$ cat src/rtl/bw_ratio_cwnd_update_macros.svh
// Assertion macros shared by the block.
`ifndef BW_RATIO_CWND_UPDATE_MACROS_SVH
`define BW_RATIO_CWND_UPDATE_MACROS_SVH

// Condition must hold in the same cycle.
`define BWR_ASSERT_SAME(label, clk, rst, ante, cons, msg) \
  label: assert property (@(posedge clk) disable iff (rst) (ante) |-> (cons)) else $error(msg);

// Condition must hold in the following cycle.
`define BWR_ASSERT_NEXT(label, clk, rst, ante, cons, msg) \
  label: assert property (@(posedge clk) disable iff (rst) (ante) |=> (cons)) else $error(msg);

`endif

$ cat src/rtl/bwr_pkg.sv
package bwr_pkg;

  localparam int unsigned SEG_W = 16;
  localparam int unsigned BW_W = 48;
  localparam int unsigned WIN_W = 32;
  localparam int unsigned ACK_W = 16;
  localparam int unsigned SUM_W = BW_W + 1;

  localparam logic [SEG_W-1:0] SEG_RESET = 16'd536;

  typedef enum logic [1:0] {
    REGIME_NONE   = 2'd0,
    REGIME_FAST   = 2'd1,
    REGIME_NORMAL = 2'd2,
    REGIME_DECAY  = 2'd3
  } regime_t;

  typedef struct packed {
    logic busy;
    logic done;
  } unit_stat_t;

endpackage

$ cat src/rtl/bwr_divider.sv
module bwr_divider (
  input  logic                            clk,
  input  logic                            rst,
  input  logic                            start,
  input  logic [bwr_pkg::WIN_W-1:0]       dividend,
  input  logic [bwr_pkg::WIN_W-1:0]       divisor,
  output logic [bwr_pkg::WIN_W-1:0]       quotient,
  output bwr_pkg::unit_stat_t             stat
);

  localparam int unsigned CNT_W = $clog2(bwr_pkg::WIN_W);
  localparam logic [CNT_W-1:0] LAST = CNT_W'(bwr_pkg::WIN_W - 1);

  logic [bwr_pkg::WIN_W-1:0] rem;
  logic [bwr_pkg::WIN_W-1:0] dvd;
  logic [bwr_pkg::WIN_W-1:0] dsr;
  logic [CNT_W-1:0]          cnt;
  logic                      busy;
  logic                      done;

  logic [bwr_pkg::WIN_W:0]   trial;
  logic                      fits;
  logic [bwr_pkg::WIN_W-1:0] rem_next;

  always_comb begin
    trial = {rem, dvd[bwr_pkg::WIN_W-1]};
    fits = trial >= {1'b0, dsr};
    if (fits) begin
      rem_next = bwr_pkg::WIN_W'(trial - {1'b0, dsr});
    end else begin
      rem_next = trial[bwr_pkg::WIN_W-1:0];
    end
  end

  always_ff @(posedge clk) begin
    if (rst) begin
      busy <= 1'b0;
      done <= 1'b0;
      cnt <= '0;
    end else begin
      if (start) begin
        busy <= 1'b1;
        done <= 1'b0;
        cnt <= '0;
        rem <= '0;
        dvd <= dividend;
        dsr <= divisor;
      end else if (busy) begin
        rem <= rem_next;
        dvd <= {dvd[bwr_pkg::WIN_W-2:0], fits};
        cnt <= cnt + 1'b1;
        done <= (cnt == LAST);
        if (cnt == LAST) begin
          busy <= 1'b0;
        end
      end else begin
        done <= 1'b0;
      end
    end
  end

  assign quotient = dvd;
  assign stat = '{busy: busy, done: done};

endmodule

$ cat src/rtl/bwr_muldiv.sv
module bwr_muldiv (
  input  logic                            clk,
  input  logic                            rst,
  input  logic                            start,
  input  logic [bwr_pkg::WIN_W-1:0]       mult,
  input  logic [bwr_pkg::SUM_W-1:0]       addend,
  input  logic [bwr_pkg::SUM_W-1:0]       divisor,
  output logic [bwr_pkg::WIN_W-1:0]       quotient,
  output bwr_pkg::unit_stat_t             stat
);

  localparam int unsigned CNT_W = $clog2(bwr_pkg::WIN_W);
  localparam logic [CNT_W-1:0] LAST = CNT_W'(bwr_pkg::WIN_W - 1);
  localparam int unsigned SW = bwr_pkg::SUM_W;

  logic [SW-1:0]             rem;
  logic [SW-1:0]             add_r;
  logic [SW-1:0]             dsr;
  logic [bwr_pkg::WIN_W-1:0] msh;
  logic [bwr_pkg::WIN_W-1:0] quo;
  logic [CNT_W-1:0]          cnt;
  logic                      phase;
  logic                      busy;
  logic                      done;

  logic [SW:0]   t_dbl;
  logic [SW:0]   t_add;
  logic          ge_dbl;
  logic          ge_add;

  // For each multiplier bit, the partial remainder is first doubled, then the addend is added.
  always_comb begin
    t_dbl = {rem, 1'b0};
    ge_dbl = t_dbl >= {1'b0, dsr};
    t_add = {1'b0, rem} + (msh[bwr_pkg::WIN_W-1] ? {1'b0, add_r} : '0);
    ge_add = t_add >= {1'b0, dsr};
  end

  always_ff @(posedge clk) begin
    if (rst) begin
      busy <= 1'b0;
      done <= 1'b0;
      cnt <= '0;
      phase <= 1'b0;
    end else begin
      if (start) begin
        busy <= 1'b1;
        done <= 1'b0;
        cnt <= '0;
        phase <= 1'b0;
        rem <= '0;
        quo <= '0;
        msh <= mult;
        add_r <= addend;
        dsr <= divisor;
      end else if (busy) begin
        phase <= ~phase;
        if (!phase) begin
          done <= 1'b0;
          if (ge_dbl) begin
            rem <= SW'(t_dbl - {1'b0, dsr});
          end else begin
            rem <= t_dbl[SW-1:0];
          end
          quo <= {quo[bwr_pkg::WIN_W-2:0], ge_dbl};
        end else begin
          if (ge_add) begin
            rem <= SW'(t_add - {1'b0, dsr});
            quo <= quo + 1'b1;
          end else begin
            rem <= t_add[SW-1:0];
          end
          msh <= {msh[bwr_pkg::WIN_W-2:0], 1'b0};
          cnt <= cnt + 1'b1;
          done <= (cnt == LAST);
          if (cnt == LAST) begin
            busy <= 1'b0;
          end
        end
      end else begin
        done <= 1'b0;
      end
    end
  end

  assign quotient = quo;
  assign stat = '{busy: busy, done: done};

endmodule

$ cat src/rtl/bw_ratio_cwnd_update.sv
// An ACK with no acked segments passes straight from classify to the output; a decay
// update waits on the serial multiply-divide (64 steps), and a growth update on the
// serial divider (two 32-step passes, or one pass when segment_size is zero).
// The next ACK is taken in the cycle after a result is registered, so one ACK is
// processed at a time, and a stalled output holds off the next ACK.
// Reset (synchronous, active high) sets segment_size to 536 and clears state.
module bw_ratio_cwnd_update (
  input  logic        clk,
  input  logic        rst,
  input  logic        s_tvalid,
  output logic        s_tready,
  input  logic [95:0] s_tdata,   // acked_segments, current_bandwidth, window_in
  output logic        m_tvalid,
  input  logic        m_tready,
  output logic [31:0] m_tdata,   // window_out
  output logic [7:0]  m_tuser,   // regime, zero padding
  input  logic        cfg_valid,
  output logic        cfg_ready,
  input  logic [15:0] cfg_data
);

  `include "bw_ratio_cwnd_update_macros.svh"

  localparam int unsigned WW = bwr_pkg::WIN_W;
  localparam int unsigned BW = bwr_pkg::BW_W;
  localparam int unsigned SW = bwr_pkg::SUM_W;

  typedef enum logic [2:0] {
    ST_IDLE,
    ST_CLASSIFY,
    ST_WAIT_Q,
    ST_WAIT_ADD,
    ST_WAIT_MD,
    ST_DONE
  } state_t;

  state_t                      state;
  logic [bwr_pkg::SEG_W-1:0]   seg;
  logic [BW-1:0]               prev;
  logic [bwr_pkg::ACK_W-1:0]   acked;
  logic [BW-1:0]               cur;
  logic [WW-1:0]               win;
  logic                        fast;
  logic [WW-1:0]               result;
  bwr_pkg::regime_t            regime;

  logic                        div_start;
  logic [WW-1:0]               div_dividend;
  logic [WW-1:0]               div_divisor;
  logic [WW-1:0]               div_quo;
  bwr_pkg::unit_stat_t         div_stat;

  logic                        md_start;
  logic [SW-1:0]               md_addend;
  logic [SW-1:0]               md_divisor;
  logic [WW-1:0]               md_quo;
  bwr_pkg::unit_stat_t         md_stat;

  logic                        is_decay;
  logic                        is_fast;
  logic [SW:0]                 prev_x3;
  logic [SW:0]                 cur_x2;
  logic [WW:0]                 grow_sum;
  logic [WW-1:0]               grow_add;
  logic [WW-1:0]               q_cnt;
  logic                        out_free;

  bwr_divider u_div (
    .clk      (clk),
    .rst      (rst),
    .start    (div_start),
    .dividend (div_dividend),
    .divisor  (div_divisor),
    .quotient (div_quo),
    .stat     (div_stat)
  );

  bwr_muldiv u_md (
    .clk      (clk),
    .rst      (rst),
    .start    (md_start),
    .mult     (win),
    .addend   (md_addend),
    .divisor  (md_divisor),
    .quotient (md_quo),
    .stat     (md_stat)
  );

  always_comb begin
    prev_x3 = {2'b00, prev} + {1'b0, prev, 1'b0};
    cur_x2 = {1'b0, cur, 1'b0};
    is_decay = (prev != '0) && (cur < prev);
    is_fast = (prev != '0) && (cur_x2 >= prev_x3);
    q_cnt = (div_quo == '0) ? WW'(1) : div_quo;
    grow_add = (div_quo == '0) ? WW'(1) : div_quo;
    grow_sum = {1'b0, win} + {1'b0, grow_add};
    out_free = !m_tvalid || m_tready;
  end

  assign s_tready = (state == ST_IDLE);
  assign cfg_ready = 1'b1;

  always_ff @(posedge clk) begin
    if (rst) begin
      state <= ST_IDLE;
      seg <= bwr_pkg::SEG_RESET;
      prev <= '0;
      m_tvalid <= 1'b0;
      div_start <= 1'b0;
      md_start <= 1'b0;
    end else begin
      div_start <= ((state == ST_CLASSIFY) && (acked != '0) && !is_decay) ||
                   ((state == ST_WAIT_Q) && div_stat.done);
      md_start <= (state == ST_CLASSIFY) && (acked != '0) && is_decay;
      if (cfg_valid && cfg_ready) begin
        seg <= cfg_data;
      end
      if ((state == ST_DONE) && out_free) begin
        m_tvalid <= 1'b1;
      end else if (m_tready) begin
        m_tvalid <= 1'b0;
      end
      case (state)
        ST_IDLE: begin
          if (s_tvalid) begin
            acked <= s_tdata[15:0];
            cur <= s_tdata[63:16];
            win <= s_tdata[95:64];
            state <= ST_CLASSIFY;
          end
        end
        ST_CLASSIFY: begin
          if (acked == '0) begin
            result <= win;
            regime <= bwr_pkg::REGIME_NONE;
            state <= ST_DONE;
          end else begin
            prev <= cur;
            fast <= is_fast;
            md_addend <= {1'b0, prev} + {1'b0, cur};
            md_divisor <= {prev, 1'b0};
            if (is_decay) begin
              state <= ST_WAIT_MD;
            end else if (seg == '0) begin
              div_dividend <= '0;
              div_divisor <= WW'(1);
              state <= ST_WAIT_ADD;
            end else begin
              div_dividend <= win;
              div_divisor <= WW'(seg);
              state <= ST_WAIT_Q;
            end
          end
        end
        ST_WAIT_Q: begin
          if (div_stat.done) begin
            div_dividend <= fast ? WW'({seg, 1'b0}) : WW'(seg);
            div_divisor <= q_cnt;
            state <= ST_WAIT_ADD;
          end
        end
        ST_WAIT_ADD: begin
          if (div_stat.done) begin
            result <= grow_sum[WW] ? '1 : grow_sum[WW-1:0];
            regime <= fast ? bwr_pkg::REGIME_FAST : bwr_pkg::REGIME_NORMAL;
            state <= ST_DONE;
          end
        end
        ST_WAIT_MD: begin
          if (md_stat.done) begin
            result <= (md_quo < WW'(seg)) ? WW'(seg) : md_quo;
            regime <= bwr_pkg::REGIME_DECAY;
            state <= ST_DONE;
          end
        end
        ST_DONE: begin
          if (out_free) begin
            m_tdata <= result;
            m_tuser <= {6'b000000, regime};
            state <= ST_IDLE;
          end
        end
        default: begin
          state <= ST_IDLE;
        end
      endcase
    end
  end

  `BWR_ASSERT_SAME(a_idle_units_quiet, clk, rst, state == ST_IDLE, !div_stat.busy && !md_stat.busy, "unit busy while idle")
  `BWR_ASSERT_SAME(a_div_done_expected, clk, rst, div_stat.done, state == ST_WAIT_Q || state == ST_WAIT_ADD, "unexpected divider completion")
  `BWR_ASSERT_SAME(a_md_done_expected, clk, rst, md_stat.done, state == ST_WAIT_MD, "unexpected multiply-divide completion")
  `BWR_ASSERT_NEXT(a_accept_leaves_idle, clk, rst, s_tvalid && s_tready, state == ST_CLASSIFY, "input transfer not taken up")

endmodule
$ cat config.mk
export PLATFORM = sky130hd
export DESIGN_NAME = bw_ratio_cwnd_update
export DESIGN_NICKNAME = d
export VERILOG_FILES = /design/src/rtl/bwr_pkg.sv /design/src/rtl/bwr_divider.sv /design/src/rtl/bwr_muldiv.sv /design/src/rtl/bw_ratio_cwnd_update.sv
export VERILOG_INCLUDE_DIRS = /design/src /design/src/rtl
export SDC_FILE = /design/constraint.sdc
export NUM_CORES = 2
export LEC_CHECK = 0
export CAP_MARGIN = 20
export CORE_MARGIN = 5
export CORE_UTILIZATION = 47
export DETAILED_ROUTE_END_ITERATION = 7
export DONT_BUFFER_PORTS = 1
export PLACE_DENSITY = 0.73
export SLEW_MARGIN = 40
export SYNTH_ARGS = -nofsm -noshare
export SYNTH_HDL_FRONTEND = slang
export SYNTH_HIERARCHICAL = 1
export SYNTH_SLANG_ARGS = --single-unit
$ cat constraint.sdc
create_clock -name clk -period 14.6 [get_ports clk]
set_input_delay 0.73 -clock clk [delete_from_list [all_inputs] [get_ports clk]]
set_output_delay 0.73 -clock clk [all_outputs]
set_load 0.01 [all_outputs]
# Word level (Yosys, flattened, before mapping)
# Index checks and enable logic that the tools add are counted.
[word_totals] register_bits=717 latchBits=0 ram_bits=0 rom_bits=0 in_bits=117 out_inout_bits=43 word_cells=167 memories=0
[classes] n_addsub=10 multipliers=0 div=0 n_lt_le_gt_ge=6 eq_ne=16 shift=0 mux=56 bitwise_logic=5 reduce_logical=41
[op_table] cell="two-way mux 32 bit" count=23
[op_table] cell="two-way mux 49 bit" count=5
[op_table] cell="one-hot mux 32 bit (2 select lines)" count=2
[op_table] cell="greater-or-equal comparator 50 x 49 -> 1 bit" count=2
[op_table] cell="subtractor 49 bit" count=2
[op_table] cell="one-hot mux 32 bit (3 select lines)" count=1
[op_table] cell="adder 48 x 49 -> 50 bit" count=1
[op_table] cell="adder 49 x 49 -> 50 bit" count=1
[op_table] cell="greater-or-equal comparator 49 x 50 -> 1 bit" count=1
[op_table] cell="adder 48 x 48 -> 49 bit" count=1
[op_table] cell="less-than comparator 48 bit" count=1
[op_table] cell="nonzero test 48 bit" count=1
[op_table] cell="adder 32 x 32 -> 33 bit" count=1
[op_table] cell="greater-or-equal comparator 33 x 32 -> 1 bit" count=1
[op_table] cell="adder 32 x 1 -> 32 bit, second input constant" count=1
[op_table] cell="zero test 16 bit" count=2
[op_table] cell="zero test 32 bit" count=1
[op_table] cell="less-than comparator 32 x 16 -> 1 bit" count=1
[op_table] cell="subtractor 32 bit" count=1
[op_table] cell="two-way mux 3 bit" count=7
[op_table] cell="one-hot mux 3 bit (6 select lines)" count=1
[op_table] cell="two-way mux 17 bit" count=1
[op_table] cell="two-way mux 16 bit" count=1
[op_table] cell="nonzero test 16 bit" count=1
[op_table] cell="other kinds (24)" count=74

# Longest topological paths before layout
[depth] ltp_word=6 depth_mapped=27

# By module
# Netlist, hierarchy kept.
[modules_own_cells] module="bw_ratio_cwnd_update" instances=1 cells_each=2336 area_per_inst_um2=24060.6 seq_area_each_um2=11190.7
[modules_own_cells] module="bwr_muldiv" instances=1 cells_each=2091 area_per_inst_um2=19030.8 seq_area_each_um2=6496.2
[modules_own_cells] module="bwr_divider" instances=1 cells_each=518 area_per_inst_um2=5960.7 seq_area_each_um2=3022.9

# Least setup slack after synthesis
# OpenSTA, ideal clock, no wires.
[synth_path] path_kind="reg-to-reg" startpoint="reg prev[26]" endpoint="reg div_dividend[0], enable pin" setup_ns=0.582 arrival_ns=6.397 t_required_ns=14.018 path_slack_ns=7.621 stages_incl_launch_ff=12 n_path_buf=1 period_less_slack_ns=6.979 cell_sequence="dfxtp_1 inv_1 ha_1 clkbuf_1 inv_1 o21bai_1 a21oi_1 o21ai_0 a31oi_1 o21ai_0 a211oi_1 a211oi_1"
[synth_between] elab_chain_cells=4 word_cells_on_any_way=5 classes_between="order compare: 1; eq/ne: 1; reduce/logical: 3"
[synth_rtl] element="from (decl)" line_no="bw_ratio_cwnd_update.sv:39" source="logic [BW-1:0] prev;"
[synth_rtl] element="from (signal assigned)" line_no="bw_ratio_cwnd_update.sv:138" source="prev <= cur;"
[synth_rtl] element="less-than comparator 48 bit or nonzero test 48 bit (tied branches)" line_no="bw_ratio_cwnd_update.sv:92" source="is_decay = (prev != '0) && (cur < prev);"
[synth_rtl] element="logical AND 1 bit (*)" line_no="bw_ratio_cwnd_update.sv:92"
[synth_rtl] element="!= test 2 bit (no line) (*)"
[synth_rtl] element="AND reduction 5 bit (no line) (*)"
[synth_rtl] element="to (signal assigned)" line_no="bw_ratio_cwnd_update.sv:149" source="div_dividend <= win;"
[synth_rtl] element="to (signal assigned)" line_no="bw_ratio_cwnd_update.sv:157" source="div_dividend <= fast ? WW'({seg, 1'b0}) : WW'(seg);"
[synth_rtl] element="to (decl)" line_no="bw_ratio_cwnd_update.sv:48" source="logic [WW-1:0] div_dividend;"
# Mark *: on every way between the ends. The rest lies on a longest branch, timed or not.
# A chain may end at the register's enable or synchronous reset.

# Final worst setup path
[layout_path] startpoint="reg u_md/msh[31] (netlist bit)" endpoint="reg u_md.rem[13], data pin"
[layout_between] elab_chain_cells=6 word_cells_on_any_way=7 classes_between="add/sub: 2; order compare: 1; mux: 4"
[layout_rtl] element="from (decl)" line_no="bwr_muldiv.sv:19" source="logic [bwr_pkg::WIN_W-1:0] msh;"
[layout_rtl] element="from (signal assigned)" line_no="bwr_muldiv.sv:53" source="msh <= mult;"
[layout_rtl] element="from (signal assigned)" line_no="bwr_muldiv.sv:73" source="msh <= {msh[bwr_pkg::WIN_W-2:0], 1'b0};"
[layout_rtl] element="two-way mux 49 bit (*)" line_no="bwr_muldiv.sv:35" source="t_add = {1'b0, rem} + (msh[bwr_pkg::WIN_W-1] ? {1'b0, add_r} : '0);"
[layout_rtl] element="adder 49 x 49 -> 50 bit (*)" line_no="bwr_muldiv.sv:35"
[layout_rtl] element="subtractor 49 bit or greater-or-equal comparator 50 x 49 -> 1 bit (tied branches)" line_no="bwr_muldiv.sv:68, bwr_muldiv.sv:36"
[layout_rtl] element="two-way mux 49 bit (*)" line_no="bwr_muldiv.sv:67" source="if (ge_add) begin"
[layout_rtl] element="two-way mux 49 bit (*)" line_no="bwr_muldiv.sv:58" source="if (!phase) begin"
[layout_rtl] element="two-way mux 49 bit (*)" line_no="bwr_muldiv.sv:56" source="end else if (busy) begin"
[layout_rtl] element="to (signal assigned)" line_no="bwr_muldiv.sv:61" source="rem <= SW'(t_dbl - {1'b0, dsr});"
[layout_rtl] element="to (signal assigned)" line_no="bwr_muldiv.sv:68" source="rem <= SW'(t_add - {1'b0, dsr});"
[layout_rtl] element="to (signal assigned)" line_no="bwr_muldiv.sv:71" source="rem <= t_add[SW-1:0];"
[layout_rtl] element="to (decl)" line_no="bwr_muldiv.sv:16" source="logic [SW-1:0] rem;"
# Mark *: on every way between the ends. The rest lies on a longest branch, timed or not. The select of a mux whose other input is x is not followed.

==> metrics.yaml <==
layout:
  postLayoutCoreUtil_pct: 51.25
  post_layout_nonfiller_instances: 6290
  proportion_of_layout_cells_with_a_drive_suffix_above_1_pct: 6.906
  final_net_count: 5411
  num-fill-cells: 9283
  synthesis_to_layout_area_growth_pct: 8.328
clocking:
  clock_path_buffers: 3
  clkTransAtPathRegs_ps: 60
  ctsRootBufferMaster: "sky130_fd_sc_hd__clkbuf_16"
  cts.repair_timing.setup_buffer_count: 0
  h-tree-depth: 3
  holdBufCountCts: 0
  post_cts.resized_instances: 0
  cts_inserted_buffers: 80
  worst_skew_pair.late_latency_ps: 670
  clock-sinks: 718
  cts_tree: "built"
critical_path:
  cp_slowest_cell: "sky130_fd_sc_hd__buf_4"
  worst-path-buf-inv: 3
  setup.worst_path.class: "reg2reg"
  worst-endpoint-required_ps: 15060
  cp_cell_sequence: "buf_6 > buf_6 > and2_1 > ha_1 > fa_1 > a211oi_1 > o21ai_0 > o211ai_1 > a21oi_1 > o21ba_2 > nand4bb_1 > a31oi_1 > xnor2_1 > ha_1 > nand4_1 > nor4_1 > nand4_1 > nand2_1 > o21ai_0 > o31ai_4 > a21o_2 > buf_4 > o311ai_1 > a311oi_1"
  critPathLaunchType: "flip-flop"
  max_fanout_on_critical_path: 40
  crit_path_end_kind: "flip-flop"
  crit_arrival_ps: 7710
  worst_path_largest_cell_delay_ps: 580
  critical_path.top_delay_family: "compound AO/OA/AOI/OAI gates"
die:
  core-area_sq_um: 103600
  chipWidth_um: 333.0
  design.die.area_sq_um: 110900
  initial_utilization_pct: 47.31
  chipHeight_um: 333.0
  rows: 118
  num_io_pins: 160
drt:
  postRouteWirelength_um: 131300
  post-route-drc-count: 0
  route.antenna.remaining_nets: 0
  num_vias: 38050
  total_iterations_of_the_first_detailed_routing_run: 8
  route.detailed.wl_per_inst_um: 20.87
  routed_via_density: 6.049
  detail_route.iter0.violations: 3445
sta:
  min_period_ps: 7250
  skew_ps: 59.65
  slew-limit-headroom_pct: 41.44
  tns_ps: 0
  final-max-slew-violation-count: 0
  post-route-period-util_pct: 49.66
  max_freq_ghz: 0.1379
  report.final.setup_viol: 0
  timing_worst_slew_pin_value_ps: 874.4
  hold_viol: 0
  grt_setup_unrepaired: "no"
place:
  placed_wire_length_estimate_after_detailed_placement_um: 100700
  gp_routability_congestion: 0.9672
  port_buffers: 0
  placed_cells: 6139
power:
  p_clk_share_pct: 27.9
  power.share.switching_pct: 35.82
  power_frac_seq_pct: 37.2
  power.share.combinational_pct: 34.9
  power.density_nw_per_um2: 144.9
  p_switching_uw: 2757
  internal_power_uw: 4941
  irDropWorstVdd_uv: 134.5
  p_leak_uw: 0.02060
grt:
  grt_antenna_before_repair: 2
  gr-total-overflow: 0
  wire_length_of_the_first_global_routing_pass_um: 202600
  largest_net_degree_at_the_start_of_global_routing: 80
  grt_pass1_vias: 35930
  grt_usage_pct: 22.63
synthesis:
  postSynthAreaPerCell_sq_um: 9.920
  total_standard_cell_area_after_synthesis_sq_um: 49040
  number_of_instances_in_the_synthesized_netlist: 4943
  yosysWarnings: 6
run_status:
  run_status: "complete, no violations"
min_path:
  worst_hold_path_type: "in2reg"
flow_run:
  max_cap_violations: 0
## state kept, by name (all words and copies together) (netlist names), 2 cells and up
name and count:
md_divisor 48, state 3, u_md/dsr 49, m_tdata 32, seg 16, u_md/cnt 5
prev 48, u_div/dsr 32, div_dividend 32, win 32, u_md/quotient 32, acked 16
u_div/quotient 32, u_div/cnt 5, cur 48, div_divisor 32, u_md/msh 32, u_div/rem 32
md_addend 49, u_md/rem 49, regime 2, u_md/add_r 49, result 32, m_tuser 2
## cell usage in the layout, fill, tap and decap left out, drive strengths merged, types with 29 or more instances in the layout
cell type	count
a211oi	96
a21o	192
a21oi	411
a31oi	40
and2	92
and3	51
buf	40
clkbuf	99
dfxtp	85
edfxtp	633
ha	446
inv	274
mux2	72
mux2i	119
nand2	400
nand2b	50
nand3	104
nand4	81
nor2	360
nor2b	41
nor3	78
nor4	37
o211ai	59
o21a	36
o21ai	245
o21bai	45
o22ai	30
o31ai	35
or3	29
xnor2	173
xor2	98
## worst reg2reg max path, cell delays in order (launching register included)
cell,delay (ps)
sky130_fd_sc_hd__edfxtp_1,450
sky130_fd_sc_hd__buf_6,190
sky130_fd_sc_hd__buf_6,170
sky130_fd_sc_hd__and2_1,160
sky130_fd_sc_hd__ha_1,210
sky130_fd_sc_hd__fa_1,420
sky130_fd_sc_hd__a211oi_1,260
sky130_fd_sc_hd__o21ai_0,250
sky130_fd_sc_hd__o211ai_1,420
sky130_fd_sc_hd__a21oi_1,190
sky130_fd_sc_hd__o21ba_2,260
sky130_fd_sc_hd__nand4bb_1,340
sky130_fd_sc_hd__a31oi_1,260
sky130_fd_sc_hd__xnor2_1,140
sky130_fd_sc_hd__ha_1,510
sky130_fd_sc_hd__nand4_1,280
sky130_fd_sc_hd__nor4_1,430
sky130_fd_sc_hd__nand4_1,160
sky130_fd_sc_hd__nand2_1,150
sky130_fd_sc_hd__o21ai_0,160
sky130_fd_sc_hd__o31ai_4,250
sky130_fd_sc_hd__a21o_2,250
sky130_fd_sc_hd__buf_4,580
sky130_fd_sc_hd__o311ai_1,270
sky130_fd_sc_hd__a311oi_1,290
## worst paths after layout
| kind | startpoint | depth (start not counted) | endpoint | slack, ps |
|---|---|---|---|---|
| setup reg to reg | u_md/msh[31] | 24 | u_md/rem[13] | 7350 |
| hold reg to reg | md_addend[33] | 0 | u_md/add_r[33] | 380 |
| setup / recovery | u_md/msh[31] | 24 | u_md/rem[13] | 7350 |
| hold / removal | s_tdata[16] | 0 | cur[0] | 150 |
## stage by stage
| stage | power, uW | hold slack [ps] | instance area [sq um] | worst slack, ps |
|---|---|---|---|---|
| 2_1_floorplan | 4853 | 400.3 | 49060 | 7621 |
| 3_3_place_gp | 5461 | 402.8 | 50090 | 7304 |
| 3_5_place_dp | 5533 | 404.5 | 50260 | 7445 |
| 4_1_cts | 7700 | 98.78 | 53120 | 7401 |
| 5_1_grt | 8138 | 111.0 | 53120 | 6956 |
| 6_report | 7698 | 150.6 | 53120 | 7350 |
## per-layer routing
| metal | share of wire, % | vias up | GRT usage (%) |
|---|---|---|---|
| met2 | 44 | 1476 | 34.99 |
| met5 | 0 | - | 0 |
| met1 | 45 | 18180 | 33.07 |
| li1 | - | 18200 | - |
| met3 | 7.8 | 200 | 3.587 |
| met4 | 2.8 | 0 | 6.510 |
## power by group through the flow
stage | clock, uW | sequential (uW) | combinational, uW
after floorplan | 0 | 2800 | 2050
after global placement | 0 | 2900 | 2560
after detailed placement | 0 | 2900 | 2630
after CTS | 2190 | 2860 | 2650
after global routing | 2280 | 2890 | 2970
final | 2150 | 2860 | 2690
## final cells by class
| cell class | instances | area [sq um] | share of cell area [%] |
|---|---|---|---|
| timing repair buffer | 40 | 402.9 | 0.7584 |
| multi-input combinational | 3735 | 26420 | 49.73 |
| tap | 1380 | 1727 | 3.250 |
| inverter | 266 | 998.5 | 1.880 |
| clock buffer | 99 | 2177 | 4.098 |
| antenna | 1 | 2.502 | 0.004711 |
| clock inverter | 51 | 676.9 | 1.274 |
| sequential | 718 | 20720 | 39.00 |
No activity file was read; power rests on OpenSTA's default activity.
